## config.mk

```make
export PLATFORM = sky130hd
export DESIGN_NAME = dmx_universe_frame_assembler_flat
export DESIGN_NICKNAME = d
export VERILOG_FILES = /design/src/design/dfa_pkg.sv /design/src/design/dfa_byte_if.sv /design/src/design/dfa_result_if.sv /design/src/design/dmx_universe_frame_assembler.sv /design/src/flat_wrapper.sv
export SDC_FILE = /design/constraint.sdc
export NUM_CORES = 2
export LEC_CHECK = 0
export BUFFER_PORTS_ARGS = -buffer_cell sky130_fd_sc_hd__buf_2
export CORE_UTILIZATION = 50
export CTS_BUF_LIST = sky130_fd_sc_hd__clkbuf_2
export DETAILED_ROUTE_END_ITERATION = 7
export PLACE_DENSITY = 0.7
export SLEW_MARGIN = 20
export SYNTH_ARGS = -nofsm -noshare
export SYNTH_HDL_FRONTEND = slang
export SYNTH_SLANG_ARGS = --single-unit
```

## constraint.sdc

```tcl
create_clock -name clk -period 7.91 [get_ports clk]
set_clock_uncertainty 0.05 [all_clocks]
set_input_delay 1.582 -clock clk [delete_from_list [all_inputs] [get_ports clk]]
set_output_delay 1.582 -clock clk [all_outputs]
set_load 0.01 [all_outputs]
```

## src/design/dfa_pkg.sv

```systemverilog
package dfa_pkg;

    // Sizing of the mapper
    localparam int MAX_PIXELS     = 4096;
    localparam int MAX_UNIVERSES  = 32;    // at most 64 for the base tables below
    localparam int UNIVERSE_BYTES = 512;
    localparam int CONFIG_BYTES   = 20;
    localparam int COUNT_BYTES    = 16;
    localparam int DMX_SLOTS      = 512;   // slots per universe in the pixel address

    // Field widths
    localparam int UNIVERSE_W     = 15;
    localparam int VALUE_W        = 8;
    localparam int KIND_W         = 3;
    localparam int PIXEL_INDEX_W  = 12;
    localparam int COLOR_W        = 2;
    localparam int COUNT_W        = 32;
    localparam int PIXEL_COUNT_W  = 13;
    localparam int POS_W          = 10;

    // Derived widths
    localparam int UNI_IDX_W = (MAX_UNIVERSES > 1) ? $clog2(MAX_UNIVERSES) : 1;
    localparam int TOT_W     = $clog2(MAX_UNIVERSES + 1);
    localparam int EFF_W     = $clog2(MAX_PIXELS + 1);
    localparam int PIX_W     = $clog2(MAX_UNIVERSES * DMX_SLOTS);

    // Register port
    localparam int APB_ADDR_W = 3;
    localparam int APB_DATA_W = 32;
    localparam int REG_IDX_W  = APB_ADDR_W - 2;
    localparam logic [REG_IDX_W-1:0] REG_PIXEL_COUNT     = REG_IDX_W'(0);
    localparam logic [REG_IDX_W-1:0] REG_CONFIG_UNIVERSE = REG_IDX_W'(1);

    localparam logic [PIXEL_COUNT_W-1:0] PIXEL_COUNT_RST = PIXEL_COUNT_W'(4096);
    localparam logic [UNIVERSE_W-1:0]    CONFIG_UNI_RST  = UNIVERSE_W'(32767);

    // Result kinds
    localparam logic [KIND_W-1:0] KIND_PIXEL     = 3'd0;
    localparam logic [KIND_W-1:0] KIND_FRAME     = 3'd1;
    localparam logic [KIND_W-1:0] KIND_CFG_OK    = 3'd2;
    localparam logic [KIND_W-1:0] KIND_CFG_LEN   = 3'd3;
    localparam logic [KIND_W-1:0] KIND_CFG_SUM   = 3'd4;
    localparam logic [KIND_W-1:0] KIND_DUPLICATE = 3'd5;

    typedef struct packed {
        logic [UNIVERSE_W-1:0] universe;
        logic [VALUE_W-1:0]    value;
        logic                  first_of_universe;
        logic                  last_of_universe;
    } byte_t;

    typedef struct packed {
        logic [KIND_W-1:0]        kind;
        logic [PIXEL_INDEX_W-1:0] pixel_index;
        logic [COLOR_W-1:0]       color_channel;
        logic [VALUE_W-1:0]       pixel_value;
        logic [COUNT_W-1:0]       output_count_a;
        logic [COUNT_W-1:0]       output_count_b;
        logic [COUNT_W-1:0]       output_count_c;
        logic [COUNT_W-1:0]       output_count_d;
        logic                     last_result;
    } result_t;

    // u*512 = 3*170*u + 2*u; floor(2u/3) by reciprocal, exact for 2u below 128
    function automatic logic [7:0] third_of_twice(input logic [UNI_IDX_W-1:0] u);
        logic [15:0] twice;
        logic [15:0] prod;
        twice = 16'(u) << 1;
        prod  = twice * 16'd43;
        return 8'(prod >> 7);
    endfunction

    function automatic logic [PIX_W-1:0] base_pix(input logic [UNI_IDX_W-1:0] u);
        logic [31:0] acc;
        acc = 32'(u) * 32'd170 + 32'(third_of_twice(u));
        return PIX_W'(acc);
    endfunction

    function automatic logic [COLOR_W-1:0] base_col(input logic [UNI_IDX_W-1:0] u);
        logic [15:0] rem;
        rem = (16'(u) << 1) - 16'(third_of_twice(u)) * 16'd3;
        return COLOR_W'(rem);
    endfunction

endpackage

```

## src/design/dfa_byte_if.sv

```systemverilog
interface dfa_byte_if;
    import dfa_pkg::*;

    logic                  valid;
    logic                  ready;
    logic [UNIVERSE_W-1:0] universe;
    logic [VALUE_W-1:0]    value;
    logic                  first_of_universe;
    logic                  last_of_universe;

    modport source (
        output valid, universe, value, first_of_universe, last_of_universe,
        input  ready
    );
    modport sink (
        input  valid, universe, value, first_of_universe, last_of_universe,
        output ready
    );
endinterface

```

## src/design/dfa_result_if.sv

```systemverilog
interface dfa_result_if;
    import dfa_pkg::*;

    logic                     valid;
    logic                     ready;
    logic [KIND_W-1:0]        kind;
    logic [PIXEL_INDEX_W-1:0] pixel_index;
    logic [COLOR_W-1:0]       color_channel;
    logic [VALUE_W-1:0]       pixel_value;
    logic [COUNT_W-1:0]       output_count_a;
    logic [COUNT_W-1:0]       output_count_b;
    logic [COUNT_W-1:0]       output_count_c;
    logic [COUNT_W-1:0]       output_count_d;
    logic                     last_result;

    modport source (
        output valid, kind, pixel_index, color_channel, pixel_value,
               output_count_a, output_count_b, output_count_c, output_count_d,
               last_result,
        input  ready
    );
    modport sink (
        input  valid, kind, pixel_index, color_channel, pixel_value,
               output_count_a, output_count_b, output_count_c, output_count_d,
               last_result,
        output ready
    );
endinterface

```

## src/design/dmx_universe_frame_assembler.sv

```systemverilog
// DMX universe to RGB pixel mapper.
// payload: one DMX payload byte per item, with its universe number and the
//   first/last marks of the universe it belongs to.
// result: pixel channel writes, frame complete, output configuration status
//   and duplicate warnings; last_result marks the final result of a byte.
// APB port: register 0 pixel_count at byte address 0, register 1
//   config_universe at byte address 4; pready is tied high.
// An accepted byte is registered in the input stage and its results are
//   written from there to the result queue, which presents them in order.
// Throughput: one byte per cycle. A byte that both writes a pixel and closes
//   the frame yields two results, which leave the result port one at a time;
//   the four-entry result queue absorbs this, and payload.ready drops only
//   when the queue cannot take two more results.
// Reset clears the seen map, the byte mode (bytes before a first mark are
//   dropped), the queue and the registers to 4096 pixels and universe 32767.
// When the receiver stalls, results wait in the queue; bytes are still taken
//   until the queue holds more than two results, then payload.ready drops.
module dmx_universe_frame_assembler (
    input  logic                          clk,
    input  logic                          rst_n,
    dfa_byte_if.sink                      payload,
    dfa_result_if.source                  result,
    input  logic                          psel,
    input  logic                          penable,
    input  logic                          pwrite,
    input  logic [dfa_pkg::APB_ADDR_W-1:0] paddr,
    input  logic [dfa_pkg::APB_DATA_W-1:0] pwdata,
    output logic [dfa_pkg::APB_DATA_W-1:0] prdata,
    output logic                          pready
);
    import dfa_pkg::*;

    localparam logic [1:0] MODE_IGNORE = 2'd0;
    localparam logic [1:0] MODE_PIXEL  = 2'd1;
    localparam logic [1:0] MODE_CONFIG = 2'd2;

    localparam int FIFO_DEPTH = 4;
    localparam int FIFO_AW    = $clog2(FIFO_DEPTH);
    localparam int FIFO_CW    = $clog2(FIFO_DEPTH + 1);
    localparam logic [POS_W-1:0] POS_MAX = '1;

    // Register port
    logic [PIXEL_COUNT_W-1:0] pixel_count_reg;
    logic [UNIVERSE_W-1:0]    cfg_universe_reg;
    logic [REG_IDX_W-1:0]     reg_idx;
    logic                     cfg_wr;

    // Mapper state
    logic [MAX_UNIVERSES-1:0] seen_reg, seen_next;
    logic [TOT_W-1:0]         seen_cnt_reg, seen_cnt_next;
    logic [POS_W-1:0]         pos_reg, pos_next;
    logic [1:0]               mode_reg, mode_next;
    logic [PIX_W-1:0]         pix_reg, pix_next;
    logic [COLOR_W-1:0]       col_reg, col_next;
    logic [COUNT_W-1:0]       cfg_word_reg [4];
    logic [COUNT_W-1:0]       cfg_w4_reg;
    logic [COUNT_W-1:0]       sum_reg, sum_next;

    // Input stage
    logic  stg_valid_reg;
    byte_t stg_reg;
    logic  stg_fire;

    // Result queue
    result_t              fifo_mem [FIFO_DEPTH];
    logic [FIFO_AW-1:0]   wr_ptr_reg, rd_ptr_reg;
    logic [FIFO_CW-1:0]   fifo_cnt_reg;
    logic                 pop;

    // Per-byte working values
    logic [EFF_W-1:0]     eff;
    logic [31:0]          tot_wide;
    logic [TOT_W-1:0]     total;
    logic [UNI_IDX_W-1:0] uni_idx;
    logic [POS_W-1:0]     pos_cur;
    logic [PIX_W-1:0]     pix_cur;
    logic [COLOR_W-1:0]   col_cur;
    logic                 cfg_byte_wr;
    logic                 pix_hit;
    result_t              res [2];
    logic [1:0]           n_res;

    assign pready  = 1'b1;
    assign reg_idx = paddr[APB_ADDR_W-1:2];
    assign cfg_wr  = psel && penable && pwrite;

    always_comb
    begin
        unique case (reg_idx)
            REG_PIXEL_COUNT:     prdata = APB_DATA_W'(pixel_count_reg);
            REG_CONFIG_UNIVERSE: prdata = APB_DATA_W'(cfg_universe_reg);
            default:             prdata = '0;
        endcase
    end

    always_ff @(posedge clk or negedge rst_n)
    begin
        if (!rst_n)
        begin
            pixel_count_reg  <= PIXEL_COUNT_RST;
            cfg_universe_reg <= CONFIG_UNI_RST;
        end
        else if (cfg_wr)
        begin
            if (reg_idx == REG_PIXEL_COUNT)
            begin
                pixel_count_reg <= pwdata[PIXEL_COUNT_W-1:0];
            end
            else if (reg_idx == REG_CONFIG_UNIVERSE)
            begin
                cfg_universe_reg <= pwdata[UNIVERSE_W-1:0];
            end
        end
    end

    // Pixels in use and the number of universes they span
    always_comb
    begin
        eff = (32'(pixel_count_reg) < 32'(MAX_PIXELS)) ? EFF_W'(pixel_count_reg)
                                                        : EFF_W'(MAX_PIXELS);
        tot_wide = (32'(eff) * 32'd3 + 32'd511) >> 9;
        total = (tot_wide > 32'(MAX_UNIVERSES)) ? TOT_W'(MAX_UNIVERSES)
                                                : TOT_W'(tot_wide);
    end

    // Input stage advances while the queue has room for two results
    assign stg_fire      = stg_valid_reg && (32'(fifo_cnt_reg) <= 32'(FIFO_DEPTH - 2));
    assign payload.ready = !stg_valid_reg || stg_fire;

    always_ff @(posedge clk or negedge rst_n)
    begin
        if (!rst_n)
        begin
            stg_valid_reg <= 1'b0;
        end
        else if (payload.ready)
        begin
            stg_valid_reg <= payload.valid;
        end
    end

    always_ff @(posedge clk)
    begin
        if (payload.ready && payload.valid)
        begin
            stg_reg.universe          <= payload.universe;
            stg_reg.value             <= payload.value;
            stg_reg.first_of_universe <= payload.first_of_universe;
            stg_reg.last_of_universe  <= payload.last_of_universe;
        end
    end

    assign uni_idx = stg_reg.universe[UNI_IDX_W-1:0];

    always_comb
    begin
        seen_next     = seen_reg;
        seen_cnt_next = seen_cnt_reg;
        mode_next     = mode_reg;
        pos_cur       = pos_reg;
        pix_cur       = pix_reg;
        col_cur       = col_reg;
        sum_next      = sum_reg;
        cfg_byte_wr   = 1'b0;
        pix_hit       = 1'b0;
        n_res         = 2'd0;
        res[0]        = '0;
        res[1]        = '0;

        if (stg_reg.first_of_universe)
        begin
            pos_cur = '0;
            pix_cur = base_pix(uni_idx);
            col_cur = base_col(uni_idx);
            if (stg_reg.universe == cfg_universe_reg)
            begin
                mode_next = MODE_CONFIG;
            end
            else if (32'(stg_reg.universe) >= 32'(total))
            begin
                mode_next = MODE_IGNORE;
            end
            else if (seen_reg[uni_idx])
            begin
                mode_next   = MODE_IGNORE;
                res[0].kind = KIND_DUPLICATE;
                n_res       = 2'd1;
            end
            else
            begin
                seen_next[uni_idx] = 1'b1;
                seen_cnt_next      = TOT_W'(seen_cnt_reg + 1'b1);
                mode_next          = MODE_PIXEL;
            end
        end

        unique case (mode_next)
            MODE_PIXEL:
            begin
                if ((32'(pos_cur) < 32'(UNIVERSE_BYTES)) && (32'(pix_cur) < 32'(eff)))
                begin
                    pix_hit              = 1'b1;
                    res[0].kind          = KIND_PIXEL;
                    res[0].pixel_index   = pix_cur[PIXEL_INDEX_W-1:0];
                    res[0].color_channel = col_cur;
                    res[0].pixel_value   = stg_reg.value;
                    n_res                = 2'd1;
                end
                if (stg_reg.last_of_universe && (seen_cnt_next == total))
                begin
                    if (pix_hit)
                    begin
                        res[1].kind = KIND_FRAME;
                        n_res       = 2'd2;
                    end
                    else
                    begin
                        res[0].kind = KIND_FRAME;
                        n_res       = 2'd1;
                    end
                    seen_next     = '0;
                    seen_cnt_next = '0;
                end
            end
            MODE_CONFIG:
            begin
                cfg_byte_wr = 32'(pos_cur) < 32'(CONFIG_BYTES);
                // Running sum of the four counts, restarted on the first byte
                sum_next = stg_reg.first_of_universe ? '0 : sum_reg;
                if (32'(pos_cur) < 32'(COUNT_BYTES))
                begin
                    sum_next = sum_next +
                               (COUNT_W'(stg_reg.value) << {pos_cur[1:0], 3'b000});
                end
                if (stg_reg.last_of_universe)
                begin
                    n_res = 2'd1;
                    if (32'(pos_cur) != 32'(CONFIG_BYTES - 1))
                    begin
                        res[0].kind = KIND_CFG_LEN;
                    end
                    else if (sum_next != {stg_reg.value, cfg_w4_reg[23:0]})
                    begin
                        res[0].kind = KIND_CFG_SUM;
                    end
                    else
                    begin
                        res[0].kind           = KIND_CFG_OK;
                        res[0].output_count_a = cfg_word_reg[0];
                        res[0].output_count_b = cfg_word_reg[1];
                        res[0].output_count_c = cfg_word_reg[2];
                        res[0].output_count_d = cfg_word_reg[3];
                    end
                end
            end
            default:
            begin
            end
        endcase

        if (n_res == 2'd2)
        begin
            res[1].last_result = 1'b1;
        end
        else if (n_res == 2'd1)
        begin
            res[0].last_result = 1'b1;
        end

        pos_next = (pos_cur < POS_MAX) ? POS_W'(pos_cur + 1'b1) : pos_cur;
        if (col_cur == COLOR_W'(2))
        begin
            col_next = '0;
            pix_next = PIX_W'(pix_cur + 1'b1);
        end
        else
        begin
            col_next = COLOR_W'(col_cur + 1'b1);
            pix_next = pix_cur;
        end
    end

    always_ff @(posedge clk or negedge rst_n)
    begin
        if (!rst_n)
        begin
            seen_reg     <= '0;
            seen_cnt_reg <= '0;
            pos_reg      <= '0;
            mode_reg     <= MODE_IGNORE;
            pix_reg      <= '0;
            col_reg      <= '0;
        end
        else
        begin
            if (stg_fire)
            begin
                pos_reg      <= pos_next;
                mode_reg     <= mode_next;
                pix_reg      <= pix_next;
                col_reg      <= col_next;
            end
            // A new pixel count starts a fresh frame
            if (cfg_wr && (reg_idx == REG_PIXEL_COUNT))
            begin
                seen_reg     <= '0;
                seen_cnt_reg <= '0;
            end
            else if (stg_fire)
            begin
                seen_reg     <= seen_next;
                seen_cnt_reg <= seen_cnt_next;
            end
        end
    end

    always_ff @(posedge clk)
    begin
        if (stg_fire && cfg_byte_wr)
        begin
            sum_reg <= sum_next;
            if (32'(pos_cur) < 32'(COUNT_BYTES))
            begin
                cfg_word_reg[pos_cur[3:2]][{pos_cur[1:0], 3'b000} +: 8] <= stg_reg.value;
            end
            else
            begin
                cfg_w4_reg[{pos_cur[1:0], 3'b000} +: 8] <= stg_reg.value;
            end
        end
    end

    // Result queue: up to two pushes and one pop per cycle
    assign pop          = result.valid && result.ready;
    assign result.valid = (fifo_cnt_reg != '0);

    always_ff @(posedge clk)
    begin
        if (stg_fire && (n_res != 2'd0))
        begin
            fifo_mem[wr_ptr_reg] <= res[0];
        end
        if (stg_fire && (n_res == 2'd2))
        begin
            fifo_mem[FIFO_AW'(wr_ptr_reg + 1'b1)] <= res[1];
        end
    end

    always_ff @(posedge clk or negedge rst_n)
    begin
        if (!rst_n)
        begin
            wr_ptr_reg   <= '0;
            rd_ptr_reg   <= '0;
            fifo_cnt_reg <= '0;
        end
        else
        begin
            if (stg_fire)
            begin
                wr_ptr_reg <= FIFO_AW'(wr_ptr_reg + n_res);
            end
            if (pop)
            begin
                rd_ptr_reg <= FIFO_AW'(rd_ptr_reg + 1'b1);
            end
            fifo_cnt_reg <= FIFO_CW'(fifo_cnt_reg + (stg_fire ? FIFO_CW'(n_res) : '0)
                                     - FIFO_CW'(pop));
        end
    end

    always_comb
    begin
        result.kind           = fifo_mem[rd_ptr_reg].kind;
        result.pixel_index    = fifo_mem[rd_ptr_reg].pixel_index;
        result.color_channel  = fifo_mem[rd_ptr_reg].color_channel;
        result.pixel_value    = fifo_mem[rd_ptr_reg].pixel_value;
        result.output_count_a = fifo_mem[rd_ptr_reg].output_count_a;
        result.output_count_b = fifo_mem[rd_ptr_reg].output_count_b;
        result.output_count_c = fifo_mem[rd_ptr_reg].output_count_c;
        result.output_count_d = fifo_mem[rd_ptr_reg].output_count_d;
        result.last_result    = fifo_mem[rd_ptr_reg].last_result;
    end

endmodule

```

## src/flat_wrapper.sv

```systemverilog
// flat-port wrapper written by rule: the top's interface ports become plain ports
module dmx_universe_frame_assembler_flat import dfa_pkg::*;
  (clk, rst_n, psel, penable, pwrite, paddr, pwdata, prdata, pready, payload_valid, payload_universe, payload_value, payload_first_of_universe, payload_last_of_universe, payload_ready, result_valid, result_kind, result_pixel_index, result_color_channel, result_pixel_value, result_output_count_a, result_output_count_b, result_output_count_c, result_output_count_d, result_last_result, result_ready);
  dfa_byte_if payload_i ();
  dfa_result_if result_i ();
  input  logic clk;
  input  logic rst_n;
  input  logic psel;
  input  logic penable;
  input  logic pwrite;
  input  logic [dfa_pkg::APB_ADDR_W-1:0] paddr;
  input  logic [dfa_pkg::APB_DATA_W-1:0] pwdata;
  output logic [dfa_pkg::APB_DATA_W-1:0] prdata;
  output logic pready;
  input wire logic [$bits(payload_i.valid)-1:0] payload_valid;
  input wire logic [$bits(payload_i.universe)-1:0] payload_universe;
  input wire logic [$bits(payload_i.value)-1:0] payload_value;
  input wire logic [$bits(payload_i.first_of_universe)-1:0] payload_first_of_universe;
  input wire logic [$bits(payload_i.last_of_universe)-1:0] payload_last_of_universe;
  output wire logic [$bits(payload_i.ready)-1:0] payload_ready;
  output wire logic [$bits(result_i.valid)-1:0] result_valid;
  output wire logic [$bits(result_i.kind)-1:0] result_kind;
  output wire logic [$bits(result_i.pixel_index)-1:0] result_pixel_index;
  output wire logic [$bits(result_i.color_channel)-1:0] result_color_channel;
  output wire logic [$bits(result_i.pixel_value)-1:0] result_pixel_value;
  output wire logic [$bits(result_i.output_count_a)-1:0] result_output_count_a;
  output wire logic [$bits(result_i.output_count_b)-1:0] result_output_count_b;
  output wire logic [$bits(result_i.output_count_c)-1:0] result_output_count_c;
  output wire logic [$bits(result_i.output_count_d)-1:0] result_output_count_d;
  output wire logic [$bits(result_i.last_result)-1:0] result_last_result;
  input wire logic [$bits(result_i.ready)-1:0] result_ready;
  assign payload_i.valid = payload_valid;
  assign payload_i.universe = payload_universe;
  assign payload_i.value = payload_value;
  assign payload_i.first_of_universe = payload_first_of_universe;
  assign payload_i.last_of_universe = payload_last_of_universe;
  assign payload_ready = payload_i.ready;
  assign result_valid = result_i.valid;
  assign result_kind = result_i.kind;
  assign result_pixel_index = result_i.pixel_index;
  assign result_color_channel = result_i.color_channel;
  assign result_pixel_value = result_i.pixel_value;
  assign result_output_count_a = result_i.output_count_a;
  assign result_output_count_b = result_i.output_count_b;
  assign result_output_count_c = result_i.output_count_c;
  assign result_output_count_d = result_i.output_count_d;
  assign result_last_result = result_i.last_result;
  assign result_i.ready = result_ready;
  dmx_universe_frame_assembler u_core (.clk(clk), .rst_n(rst_n), .payload(payload_i), .result(result_i), .psel(psel), .penable(penable), .pwrite(pwrite), .paddr(paddr), .pwdata(pwdata), .prdata(prdata), .pready(pready));
endmodule
```

# == Yosys cells after proc, flatten, opt, wreduce, memory -nomap -nowiden ==
# Memory sizes are Yosys's and may differ from the RTL's.
# Index checks and enable logic that the tools add are counted.
# Widths: inputs -> output; s select.
# totals
ram_bits,744
memories,2
register_bits,191
out_inout_bits,189
# op_classes
mux,79
shift,3
n_addsub,14
n_reduce_logical,21
multipliers,4
n_lt_le_gt_ge,11
bitwise_logic,3
eq_ne,9
# mem_list
name,depth,width,rd,rd_ports_with_merged_regs,write_ports,line_no,source
u_core.fifo_mem,4,154,1,0,2,dmx_universe_frame_assembler.sv:65,result_t fifo_mem [FIFO_DEPTH];
u_core.cfg_word_reg,4,32,4,0,1,dmx_universe_frame_assembler.sv:55,logic [COUNT_W-1:0] cfg_word_reg [4];
# op_table
operator,count
$mux 128,4
$mux 32,12
$pmux 32 s2,1
$mux 6,9
$mux 3,11
$add 32x32->32,1
$bwmux 32,1
$ne 32x32->1,1
$or 32x32->32,1
$shift 8x7->32 const A,1
$shiftx 8x7->32,1
$shl 8x5->32,1
$mux 14,2
$mux 2,13
$mux 25,1
$gt 23x6->1 const B,1
$mux 22,1
$lt 10x10->1 const B,2
$lt 10x5->1 const B,2
$mux 10,2
$mux 1,17
$add 15x9->16 const B,1
$eq 15x15->1,1
$ge 15x6->1,1
35 further kinds,56

# == Depth between registers and ports, before layout ==
# logic_depth
word_depth,19
ltp_mapped,37
ltp_nobuf,37

# == Worst setup path before layout ==
# Ideal clock, no wire load.
# synth_path
path_type,reg2reg
startpoint,register u_core.pixel_count_reg[12]
endpoint,"register u_core.cfg_w4_reg[0], enable pin"
synth_period_minus_slack_ns,7.902
slack_ns,0.008
n_path_buf,3
setup_time_ns,0.334
arrival_ns,7.518
stages_incl_launch_ff,26
path_cell_list,dfstp_2 > inv_1 > clkbuf_1 > buf_1 > nand2_1 > inv_1 > ha_1 > ha_1 > a21o_1 > nor2_1 > nor2_1 > or4b_2 > o211ai_1 > inv_1 > ha_1 > a41o_1 > a21oi_1 > inv_1 > a22o_1 > nor3_4 > a21oi_1 > ha_1 > clkbuf_1 > o21ai_0 > nor3_1 > and3_1
# synth_via
elab_chain_len,14
# synth_rtl
element,line_no,source
start: declaration,dmx_universe_frame_assembler.sv:43,logic [PIXEL_COUNT_W-1:0] pixel_count_reg;
start signal: assignment,dmx_universe_frame_assembler.sv:107,pixel_count_reg <= pwdata[PIXEL_COUNT_W-1:0];
$lt 13x13->1,dmx_universe_frame_assembler.sv:119,eff = (32'(pixel_count_reg) < 32'(MAX_PIXELS)) ? EFF_W'(pixel_count_reg)
$mux 13 (*),dmx_universe_frame_assembler.sv:119,
$mul 13x2->15 (*),dmx_universe_frame_assembler.sv:121,tot_wide = (32'(eff) * 32'd3 + 32'd511) >> 9;
$add 15x9->16 (*),dmx_universe_frame_assembler.sv:121,
$gt 23x6->1,dmx_universe_frame_assembler.sv:122,total = (tot_wide > 32'(MAX_UNIVERSES)) ? TOT_W'(MAX_UNIVERSES)
$mux 6 (*),dmx_universe_frame_assembler.sv:122,
$ge 15x6->1 (*),dmx_universe_frame_assembler.sv:179,else if (32'(stg_reg.universe) >= 32'(total))
$mux 2 (*),dmx_universe_frame_assembler.sv:179,
$mux 2 (*),dmx_universe_frame_assembler.sv:175,if (stg_reg.universe == cfg_universe_reg)
$mux 2 (*),dmx_universe_frame_assembler.sv:170,if (stg_reg.first_of_universe)
$eq 2x2->1 (*),dmx_universe_frame_assembler.sv:197,unique case (mode_next)
$mux 1 (*),dmx_universe_frame_assembler.sv:197,
$logic_and 1x1->1 (*),dmx_universe_frame_assembler.sv:319,if (stg_fire && cfg_byte_wr)
$reduce_and 2->1 (no source line) (*),--,
end signal: indexed assignment,dmx_universe_frame_assembler.sv:328,"cfg_w4_reg[{pos_cur[1:0], 3'b000} +: 8] <= stg_reg.value;"
end: declaration,dmx_universe_frame_assembler.sv:56,logic [COUNT_W-1:0] cfg_w4_reg;
# Every way passes the cells marked *; elsewhere a longest branch is shown, timed or not.
# A chain may end at the register's enable or synchronous reset.

==> results by group <==
Critical path
  – Setup crit end: u_core.fifo_mem[3][78]
  – Worst R2R Path Depth: 30
  – Slowest CP cell: or4_4
  – Worst setup path startpoint: u_core.stg_reg[14]
  – Reg2reg start: u_core.stg_reg[14]
  – R2r endpoint: u_core.fifo_mem[3][78]
  – Worst Path Required: 9230 ps
  – Slowest Stage Delay on Critical Path: 570 ps
  – Flop2flop setup slack: 480 ps
  – Critical Path Source Type: register
  – Most frequent CP cell: ha_1
  – WS Path Type: register to register
  – CP Data Arrival Time: 8750 ps
  – CP endpoint kind: register
  – CP Max Fanout: 33

Outcome
  – Status: finished clean

Floorplanning
  – Initial Utilization: 50.7%
  – Core footprint: 82200 µm²
  – Area of the die: 84500 µm²
  – IO Pins: 256
  – Die height: 291 µm
  – Die W: 291 µm
  – Row cnt: 105

Final layout
  – Area of the multi-input gates: 18700 µm²
  – Max FFs per register: 616
  – Synth-to-Final Area Change: 10.4%
  – Most frequent cells in the layout: dfxtp_1 (608), a22o_1 (513), clkbuf_2 (342), nand2_1 (226)
  – Register area: 21300 µm²
  – Share of cells above drive strength 1: 24.8%
  – Commonest non-fill, non-tap cell in the layout: dfxtp_1
  – Nets: 3941
  – Filler instances: 7060
  – Fin cells: 5036

Synth
  – Unique cell type count in the Yosys netlist: 99
  – Synthesized flop and latch total: 927
  – Synthesized instance count: 3463
  – Post-Synthesis Cell Area: 41700 µm²
  – Main flop type after synthesis: dfxtp_1
  – Average size of a mapped cell: 12.0 µm²
  – Synth warn: 0
  – Asr flop ratio synth: 11.0%
  – Number of flops mapped to enable cells by yosys: 217
  – Sequential area share after synthesis: 51.0%

Global routing
  – Grt ovf: 0
  – Initial antenna violation count: 6
  – Global-route wire length before repair: 181000 µm
  – Gr usage total: 27.7%
  – Pin count of the biggest net entering global routing: 134
  – Vias in the first global route: 30500

STA
  – Hold Slack: 274 ps
  – Count of pins over their slew limit: 0
  – Setup TNS: 0 ps
  – RSZ-0062 raised after global routing: no
  – Final Cycle Share: 94.0%
  – Final Hold Fails: 0
  – # setup viols final: 0
  – Slew headroom: 34.2%
  – Final WS setup: 475 ps
  – Achievable frequency: 135 MHz
  – Final Critical Period: 7430 ps
  – Least-Margin Pin Slew: 987 ps

Clock network
  – Worst-case clock buffer depth: 3
  – Worst-Skew Late Latency: 1480 ps
  – Clock root buffer: clkbuf_2
  – Total CTS buffers: 221
  – CTS HTree Levels: 4
  – Worst-path clk slew: 90 ps
  – CTS tree: built
  – CTS Sinks: 927

Placement
  – Pre-CTS setup slack: 9.40 ps
  – GP Congestion: 0.957
  – Placed insts: 4597
  – IO Port Bufs: 218
  – DP HPWL: 76200 µm

Power and ir drop
  – P per Cell Area: 269 nW/µm²
  – Peak VDD IR: 0.262 mV
  – Pleak: 18.6 nW
  – Total chip power: 12.4 mW

Drt
  – Post-route ant nets: 0
  – DRC violation total after the first TritonRoute iteration: 2913
  – DRT Pass-1 Iters: 6
  – DRC Markers: 0
  – Detailed-route wire length per cell: 23.4 µm
  – Total number of vias: 30800
  – Drt total wl: 118000 µm
  – Via density: 6.11

Run
  – # Max-Cap Violations: 0

Hold path
  – Hold Path Class: input port to register
==> cell usage after synthesis, types with 47 or more instances <==
master     number  area (µm²)
buf_4          47         353
inv_1          72         270
edfxtp_1      217        6520
dfrtp_1        86        2150
nor2b_1        58         363
ha_1          102        1280
dfxtp_1       608       12200
mux4_2        160        3600
a21oi_1       103         515
nand2_1       226         848
a22o_1        513        4490
xnor2_1        84         736
clkbuf_1      100         375
mux2_2         50         563
buf_6          52         586
xor2_1         47         412
o2bb2ai_1      61         534
nor2_1        156         586
o21ai_0       135         676
==> worst max-delay path: cells and delay by family, from the launching register on <==
family,cells,cell delay (ps)
flip-flops,1,520
XOR/XNOR,2,250
AO/OA/AOI/OAI,9,1890
AND/OR/NAND/NOR,9,1690
adder cells (fa/ha/maj),6,2040
buffers and inverters,3,580
multiplexers,1,320
==> cell families after synthesis <==
family          Yosys count  synth area share [%]
other cells               2                0.0180
mux                     224                  10.3
fa+ha+maj               111                  3.50
flops                   927                  51.0
compound gates         1016                  19.1
buf+inv                 345                  4.58
xor+xnor                134                  2.92
simple gates            704                  8.56
==> stage by stage <==
step | util (%) | area (µm²)
floorplan | - | 41700
global placement | 53.1 | 43700
detailed placement | 53.1 | 43700
CTS | 55.8 | 45900
global route | 55.9 | 46000
finish | 55.9 | 46000
==> what timing repair did <==
action / 4_1_cts / 5_1_grt
setup buffers: 1 / 6
hold endpoints to repair: 24 / 0
hold buffers: 1 / 0
endpoints found under the setup margin: 53 / 618
pin swaps: 2 / 4
resized for setup: 3 / 10
cloned: 3 / 2
==> where the power goes <==
part | total [mW] | leakage [nW] | switching, mW | internal [mW]
clock | 3.22 | 1.63 | 1.97 | 1.25
sequential | 5.32 | 8.25 | 0.265 | 5.05
combinational | 3.82 | 8.70 | 2.27 | 1.56
total | 12.4 | 18.6 | 4.50 | 7.86
==> routing by layer <==
metal	global-route usage (%)	up-vias	share of wire, %
met3	6.42	213	8.2
met4	10.9	3	3.3
met1	36.1	15200	41
met2	44.5	1346	47
li1	-	14000	-
met5	0	-	0.087
==> layout make-up <==
cell class | instances | area share (%)
Inverter | 76 | 0.628
Clock inverter | 76 | 0.930
Timing Repair Buffer | 325 | 4.89
Tap cell | 1070 | 2.91
Antenna cell | 8 | 0.0435
Clock buffer | 342 | 3.72
Sequential cell | 927 | 46.2
Multi-Input combinational cell | 2212 | 40.6
==> how the worst min path moves through the flow <==
stage	from	to	depth (start not counted)
floorplan	u_core.fifo_mem[1][137]	u_core.fifo_mem[1][137]	1
global placement	u_core.fifo_mem[1][146]	u_core.fifo_mem[1][146]	1
detailed placement	u_core.fifo_mem[3][140]	u_core.fifo_mem[3][140]	1
CTS	payload_value[5]	u_core.stg_reg[7]	1
global route	payload_universe[9]	u_core.stg_reg[19]	1
finish	payload_first_of_universe	u_core.stg_reg[1]	1
Power figures use the tool's default switching activity.
